==> src/hdl/bc1_pkg.sv <==
package bc1_pkg;

    localparam int PIXELS   = 16;
    localparam int CNT_W    = $clog2(PIXELS);
    localparam int QDEPTH   = 2;
    localparam int QPTR_W   = $clog2(QDEPTH);
    localparam int QCNT_W   = $clog2(QDEPTH + 1);

    localparam logic [7:0] FULL_SCALE = 8'd255;
    localparam logic [7:0] CLEAR      = 8'd0;

    // index code of the transparent entry in three-colour mode
    localparam logic [1:0] IDX_TRANSP = 2'd3;

    typedef struct packed {
        logic [7:0] red;
        logic [7:0] green;
        logic [7:0] blue;
        logic [7:0] alpha;
    } t_rgba;

    typedef struct packed {
        t_rgba [3:0] palette;
        logic [31:0] indices;
    } t_block;

    typedef struct packed {
        logic [QCNT_W-1:0] count;
        logic              full;
        logic              empty;
    } t_q_status;

    function automatic logic [7:0] widen5(input logic [4:0] v);
        return {v, v[4:2]};
    endfunction

    function automatic logic [7:0] widen6(input logic [5:0] v);
        return {v, v[5:4]};
    endfunction

    // x / 3 for x below 768 (so the result fits eight bits), by reciprocal 683 / 2048
    function automatic logic [7:0] div3(input logic [9:0] x);
        logic [20:0] p;
        p = 21'(x) * 21'd683;
        return p[18:11];
    endfunction

endpackage

==> src/hdl/bc1_front.sv <==
module bc1_front (
    input  logic               i_valid,
    input  logic [63:0]        i_data,    // first_endpoint, second_endpoint, pixel_indices
    input  bc1_pkg::t_q_status i_q_status,
    output logic               o_ready,
    output logic               o_push,
    output bc1_pkg::t_block    o_block
);
    import bc1_pkg::*;

    logic [15:0] e0;
    logic [15:0] e1;
    logic        four;
    logic [7:0]  a [3];
    logic [7:0]  b [3];
    logic [7:0]  c2 [3];
    logic [7:0]  c3 [3];

    assign e0   = i_data[15:0];
    assign e1   = i_data[31:16];
    assign four = e0 > e1;

    assign a[0] = widen5(e0[15:11]);
    assign a[1] = widen6(e0[10:5]);
    assign a[2] = widen5(e0[4:0]);
    assign b[0] = widen5(e1[15:11]);
    assign b[1] = widen6(e1[10:5]);
    assign b[2] = widen5(e1[4:0]);

    always_comb begin
        for (int ch = 0; ch < 3; ch++) begin
            if (four) begin
                c2[ch] = div3({1'b0, a[ch], 1'b0} + 10'(b[ch]));
                c3[ch] = div3(10'(a[ch]) + {1'b0, b[ch], 1'b0});
            end else begin
                c2[ch] = 8'((9'(a[ch]) + 9'(b[ch])) >> 1);
                c3[ch] = FULL_SCALE;
            end
        end
    end

    always_comb begin
        o_block.indices = i_data[63:32];
        o_block.palette[0] = '{red: a[0], green: a[1], blue: a[2], alpha: FULL_SCALE};
        o_block.palette[1] = '{red: b[0], green: b[1], blue: b[2], alpha: FULL_SCALE};
        o_block.palette[2] = '{red: c2[0], green: c2[1], blue: c2[2], alpha: FULL_SCALE};
        o_block.palette[IDX_TRANSP] = '{red: c3[0], green: c3[1], blue: c3[2],
                                        alpha: four ? FULL_SCALE : CLEAR};
    end

    assign o_ready = !i_q_status.full;
    assign o_push  = i_valid && !i_q_status.full;

endmodule

==> src/hdl/bc1_queue.sv <==
module bc1_queue (
    input  logic               i_clk,
    input  logic               i_rst_n,
    input  logic               i_push,
    input  bc1_pkg::t_block    i_block,
    input  logic               i_pop,
    output bc1_pkg::t_block    o_head,
    output bc1_pkg::t_q_status o_status
);
    import bc1_pkg::*;

    t_block              r_mem [QDEPTH];
    logic [QPTR_W-1:0]   r_wr_ptr;
    logic [QPTR_W-1:0]   r_rd_ptr;
    logic [QCNT_W-1:0]   r_count;
    logic [QPTR_W-1:0]   n_wr_ptr;
    logic [QPTR_W-1:0]   n_rd_ptr;
    logic [QCNT_W-1:0]   n_count;

    always_comb begin
        n_wr_ptr = r_wr_ptr;
        n_rd_ptr = r_rd_ptr;
        n_count  = r_count;
        if (i_push) begin
            n_wr_ptr = (r_wr_ptr == QPTR_W'(QDEPTH - 1)) ? '0 : r_wr_ptr + 1'b1;
        end
        if (i_pop) begin
            n_rd_ptr = (r_rd_ptr == QPTR_W'(QDEPTH - 1)) ? '0 : r_rd_ptr + 1'b1;
        end
        if (i_push && !i_pop) begin
            n_count = r_count + 1'b1;
        end else if (i_pop && !i_push) begin
            n_count = r_count - 1'b1;
        end
    end

    always_ff @(posedge i_clk) begin
        if (!i_rst_n) begin
            r_wr_ptr <= '0;
            r_rd_ptr <= '0;
            r_count  <= '0;
        end else begin
            r_wr_ptr <= n_wr_ptr;
            r_rd_ptr <= n_rd_ptr;
            r_count  <= n_count;
        end
    end

    always_ff @(posedge i_clk) begin
        if (i_push) begin
            r_mem[r_wr_ptr] <= i_block;
        end
    end

    assign o_head         = r_mem[r_rd_ptr];
    assign o_status.count = r_count;
    assign o_status.full  = r_count == QCNT_W'(QDEPTH);
    assign o_status.empty = r_count == '0;

endmodule

==> src/hdl/bc1_back.sv <==
module bc1_back (
    input  logic               i_clk,
    input  logic               i_rst_n,
    input  bc1_pkg::t_block    i_head,
    input  bc1_pkg::t_q_status i_q_status,
    output logic               o_pop,
    output logic               o_valid,
    input  logic               i_ready,
    output logic [39:0]        o_data,    // red, green, blue, alpha, pixel_x, pixel_y, zero pad
    output logic               o_last
);
    import bc1_pkg::*;

    logic [CNT_W-1:0] r_cnt;
    logic             r_valid;
    t_rgba            r_pix;
    logic [1:0]       r_x;
    logic [1:0]       r_y;
    logic             r_last;
    logic             advance;
    logic             take;
    logic [1:0]       sel;

    assign advance = !r_valid || i_ready;
    assign take    = advance && !i_q_status.empty;
    assign sel     = i_head.indices[{r_cnt, 1'b0} +: 2];
    assign o_pop   = take && (r_cnt == CNT_W'(PIXELS - 1));

    always_ff @(posedge i_clk) begin
        if (!i_rst_n) begin
            r_cnt   <= '0;
            r_valid <= 1'b0;
        end else if (advance) begin
            r_valid <= take;
            if (take) begin
                r_cnt <= r_cnt + 1'b1;
            end
        end
    end

    always_ff @(posedge i_clk) begin
        if (take) begin
            r_pix  <= i_head.palette[sel];
            r_x    <= r_cnt[1:0];
            r_y    <= r_cnt[3:2];
            r_last <= r_cnt == CNT_W'(PIXELS - 1);
        end
    end

    assign o_valid = r_valid;
    assign o_data  = {4'b0, r_y, r_x, r_pix.alpha, r_pix.blue, r_pix.green, r_pix.red};
    assign o_last  = r_last;

endmodule

==> src/hdl/bc1_block_decoder_core.sv <==
// channel  dir  tdata fields, low bit up                                           tlast
// s_axis   in   first_endpoint[15:0] second_endpoint[31:16] pixel_indices[63:32]  -
// m_axis   out  red green blue alpha (8 each) pixel_x pixel_y (2 each) pad[39:36] last_pixel
//
// one block in gives sixteen pixels out, one a cycle while i_m_tready is not held low;
// the pixel counter in the back end sets that number; with the back end idle, an accepted
// block is registered in the queue, then its first pixel in the output register behind
// o_m_tvalid; a two-block queue parts the front from the back, so input is taken while
// pixels drain; reset clears the queue pointers, pixel counter and output valid
module bc1_block_decoder_core (
    input  logic        i_clk,
    input  logic        i_rst_n,
    input  logic        i_s_tvalid,
    output logic        o_s_tready,
    input  logic [63:0] i_s_tdata,   // first_endpoint, second_endpoint, pixel_indices
    output logic        o_m_tvalid,
    input  logic        i_m_tready,
    output logic [39:0] o_m_tdata,   // red, green, blue, alpha, pixel_x, pixel_y, zero pad
    output logic        o_m_tlast
);
    import bc1_pkg::*;

    t_block    push_block;
    t_block    head;
    t_q_status q_status;
    logic      push;
    logic      pop;

    bc1_front u_front (
        .i_valid    (i_s_tvalid),
        .i_data     (i_s_tdata),
        .i_q_status (q_status),
        .o_ready    (o_s_tready),
        .o_push     (push),
        .o_block    (push_block)
    );

    bc1_queue u_queue (
        .i_clk    (i_clk),
        .i_rst_n  (i_rst_n),
        .i_push   (push),
        .i_block  (push_block),
        .i_pop    (pop),
        .o_head   (head),
        .o_status (q_status)
    );

    bc1_back u_back (
        .i_clk      (i_clk),
        .i_rst_n    (i_rst_n),
        .i_head     (head),
        .i_q_status (q_status),
        .o_pop      (pop),
        .o_valid    (o_m_tvalid),
        .i_ready    (i_m_tready),
        .o_data     (o_m_tdata),
        .o_last     (o_m_tlast)
    );

`ifndef SYNTH
    a_last_corner: assert property (@(posedge i_clk) disable iff (!i_rst_n)
        o_m_tvalid && o_m_tlast |-> o_m_tdata[33:32] == 2'd3 && o_m_tdata[35:34] == 2'd3)
        else $error("last pixel request not at the block corner");

    a_count_bound: assert property (@(posedge i_clk) disable iff (!i_rst_n)
        q_status.count <= QCNT_W'(QDEPTH))
        else $error("block queue overfilled");

    a_no_pop_empty: assert property (@(posedge i_clk) disable iff (!i_rst_n)
        pop |-> !q_status.empty)
        else $error("block queue popped while empty");

    a_accept_room: assert property (@(posedge i_clk) disable iff (!i_rst_n)
        i_s_tvalid && o_s_tready |=> q_status.count != '0)
        else $error("accepted block missing from queue");
`endif

endmodule

==> config.mk <==
export PLATFORM = sky130hd
export DESIGN_NAME = bc1_block_decoder_core
export DESIGN_NICKNAME = d
export VERILOG_FILES = /design/src/hdl/bc1_pkg.sv /design/src/hdl/bc1_front.sv /design/src/hdl/bc1_queue.sv /design/src/hdl/bc1_back.sv /design/src/hdl/bc1_block_decoder_core.sv
export SDC_FILE = /design/constraint.sdc
export NUM_CORES = 1
export LEC_CHECK = 0
export ABC_AREA = 1
export BUFFER_PORTS_ARGS = -buffer_cell sky130_fd_sc_hd__buf_4
export CELL_PAD_IN_SITES_DETAIL_PLACEMENT = 0
export CELL_PAD_IN_SITES_GLOBAL_PLACEMENT = 1
export CORE_ASPECT_RATIO = 1.2
export CORE_UTILIZATION = 30
export DETAILED_ROUTE_END_ITERATION = 8
export GPL_TIMING_DRIVEN = 0
export PLACE_DENSITY = 0.58
export SKIP_CTS_REPAIR_TIMING = 1
export SLEW_MARGIN = 40
export SYNTH_ARGS = -nofsm -noshare
export SYNTH_HDL_FRONTEND = slang
export SYNTH_SLANG_ARGS = --single-unit
==> constraint.sdc <==
create_clock -name i_clk -period 18.26 [get_ports i_clk]
set_clock_uncertainty 0.1 [all_clocks]
set_input_delay 1.826 -clock i_clk [delete_from_list [all_inputs] [get_ports i_clk]]
set_output_delay 1.826 -clock i_clk [all_outputs]
set_load 0.01 [all_outputs]
==> flow_metrics.env <==
export IMPL_status="finished clean"
export IMPL_grt_start_max_net_pins=19
export IMPL_critical_path_class="in2reg"
export IMPL_hp_start="u_back.r_cnt[1]"
export IMPL_cp_top_family="adder cells"
export IMPL_syn_area_per_cell_um2=9.05
export IMPL_dieArea_mm2=0.0846
export IMPL_wl_um=68400
export IMPL_yosys_area_top_type="edfxtp_1"
export IMPL_antenna_found_initial=3
export IMPL_yosysUniqueCellTypes=42
export IMPL_clk_pin_slew_ns=0.06
export IMPL_post_route_period_util=0.390
export IMPL_final_hold_viol_count=0
export IMPL_globalplace_congestion=0.856
export IMPL_fmax_mhz=140
export IMPL_drcViolationCount=0
export IMPL_numClockSinks=266
export IMPL_rsz0062_at_grt="no"
export IMPL_crit_slowest_cell="fa_1"
export IMPL_endpoint="u_queue.r_mem[0][124]"
export IMPL_vias=18807
export IMPL_n_fill_cell=8577
export IMPL_tightest_slew_ns=0.721
export IMPL_fp_coreArea_mm2=0.0823
export IMPL_whs_ns=0.369
export IMPL_hpwl_um=57300
export IMPL_hp_class="reg2reg"
export IMPL_synth_cell_area_mm2=0.0250
export IMPL_synth_area_top_cells="edfxtp_1 (31%), ha_1 (20%), fa_1 (10%)"
export IMPL_crit_start="i_s_tdata[25]"
export IMPL_cts_tree="done"
export IMPL_insertion_delay_ns=0.56
export IMPL_numCtsBuffers=29
export IMPL_critPathLaunchType="primary input"
export IMPL_grt_pass1_vias=19520
export IMPL_finalNetCount=3526
export IMPL_first_pass_iters=5
export IMPL_maxSlewHeadroom=0.519
export IMPL_r2r_setup_slack_ns=15.73
export IMPL_grt_pass1_wl_um=108000
export IMPL_critPathCaptureType="flop"
export IMPL_cap_violations=0
export IMPL_cts_path_max_buffers=3
export IMPL_setup_tns_ns=0
export IMPL_globalRouteTotalUtil=0.162
export IMPL_root_buffer="clkbuf_16"
export IMPL_final_common_cell="nand2_1"
export IMPL_maxSlewViolCount=0
export IMPL_avgViaCountPerCell=4.64
export IMPL_ys_seq_area_frac=0.315
export IMPL_crit_chain="buf_4 > ha_1 > fa_1 > nand3_1 > nand2_1 > a31o_2 > xor2_1 > ha_1 > ha_1 > inv_1 > fa_1 > inv_1 > fa_1 > inv_1 > fa_1 > inv_1 > ha_1 > a21oi_1 > o21ai_0 > a21oi_1 > nand2_1 > nand2_1 > a21o_1 > nand3_1"
export IMPL_drtAntennaViolNets=0
export IMPL_max_stage_delay_ns=0.54
export IMPL_die_w_um=266
export IMPL_path_buf_inv=5
export IMPL_ys_ff_latch=266
export IMPL_reg2reg_from="u_back.r_cnt[1]"
export IMPL_synthCells=2765
export IMPL_grt_overflow=0
export IMPL_setup_viol=0
export IMPL_die_h_um=318
export IMPL_cp_required_ns=18.41
export IMPL_multi_input_area_mm2=0.0151
export IMPL_dp_cells=4001
export IMPL_min_period_ns=7.13
export IMPL_critical_path_peak_fanout=10
export IMPL_synth_warnings=0
export IMPL_r2r_end="u_back.o_data[3]"
export IMPL_io_buffers=106
export IMPL_io_pin_count=111
export IMPL_worst_r2r_cell_count=12
export IMPL_crit_cells=24
export IMPL_layout_common_cells="nand2_1 (564), inv_1 (457), ha_1 (409), edfxtp_1 (256), nand3_1 (255)"
export IMPL_htree_levels=1
export IMPL_start_util=0.304
export IMPL_drtIter0Drc=910
export IMPL_syn_to_final_growth_pct=14.4
export IMPL_post_drt_wl_per_cell_um=16.9
export IMPL_yosysTopAreaCellShare=0.307
export IMPL_layout_drive_gt1_share=0.0839
export IMPL_placementRows=115
export IMPL_cp_arrival_ns=7.28
export IMPL_final_cell_count_no_fill=4055
export IMPL_ff_latch_area_mm2=0.00789
-- worst register-to-register path, stage by stage (launching register included) --
cell and delay, ns:
dfxtp_1 0.35, buf_2 0.25, inv_1 0.08, buf_2 0.21, nand3_1 0.11, nand2_1 0.09
nand2_1 0.09, nand3_2 0.19, nand2_2 0.20, buf_4 0.23, nand2_1 0.11, nand3_1 0.08
nand2_1 0.15
-- cells in the mapped netlist --
cell      count
nand2_4       1
nand4_1      15
buf_6         5
a21boi_0      2
o21ai_4       1
buf_4        23
nor2_1      118
or2_1         2
xnor2_1      21
ha_1        409
conb_1        1
nand2_1     564
nand3b_1     11
a21oi_1     139
edfxtp_1    256
o21bai_1     19
nor4_1        4
nor3_1       15
and2_1        1
inv_4         1
inv_2         2
inv_1       457
mux2i_1      80
dfxtp_1      10
o21a_1        4
o21ai_1       4
or2_2         7
nand3_1     255
a21o_1       11
buf_2        25
a22oi_1       4
o21ai_0      73
fa_1        128
a211oi_1      2
a31oi_1       7
nand3_2       3
xor2_1       72
o311ai_0      1
o211ai_1      5
nand2_2       1
clkbuf_1      4
a31o_2        2
-- kinds of logic after synthesis --
family | count (synthesis) | synth area share
AO/OA/AOI/OAI | 274 | 0.0607
XOR/XNOR | 93 | 0.0325
adder cells (fa/ha/maj) | 537 | 0.307
buffers and inverters | 517 | 0.0838
flip-flops | 266 | 0.315
multiplexers | 80 | 0.0320
other | 1 | 0.000150
AND/OR/NAND/NOR | 997 | 0.169
-- sequential cells by signal (all words and copies together), names as in the netlist, named ones only --
register and count:
u_back.r_x 2, u_back.o_last 1, u_back.r_cnt 4, u_back.o_valid 1
u_back.r_y 2, u_queue.r_mem 226, u_queue.r_count 2, u_back.o_data 25
u_queue.r_wr_ptr 1, u_queue.r_rd_ptr 1
-- layer usage --
metal / global-route usage / share of wire / up-vias / routed length, um
met5: 0 / 0.00038 / - / 26
met4: 0.0295 / 0.015 / 4 / 1010
met3: 0.0171 / 0.039 / 65 / 2640
met2: 0.293 / 0.49 / 303 / 33700
met1: 0.209 / 0.45 / 8910 / 31100
li1: - / - / 9525 / -
-- per-stage QoR --
step                      cell area, um^2  worst slack [ns]  utilization
after floorplan                     25000             10.94            -
after global placement              27200              7.60        0.331
after detailed placement            27600             10.50        0.335
after CTS                           28600             11.09        0.348
after global routing                28600             10.72        0.348
final                               28600             11.13        0.348
-- how the worst min path moves through the flow --
stage | endpoint | slack, ns | cells after the start
floorplan | u_back.r_x[1] | 0.33 | 0
global placement | u_back.r_x[1] | 0.34 | 0
detailed placement | u_back.r_x[1] | 0.35 | 0
CTS | u_back.r_x[1] | 0.37 | 0
global route | u_back.r_x[1] | 0.39 | 0
finish | u_back.r_x[1] | 0.37 | 0
-- area by class of cell --
class / count / share of cell area
inverters: 460 / 0.0604
repair buffers: 122 / 0.0388
clock buffers: 31 / 0.0260
clock inverters: 22 / 0.0107
flip-flops and latches: 266 / 0.276
multi-input cells: 1985 / 0.527
diodes: 1 / 0.0000874
plain buffers: 57 / 0.0129
well taps: 1111 / 0.0486
Power is left out: the tool's default activity adds up to more than one toggle a clock period on the data nets, which glitch-free logic cannot reach.
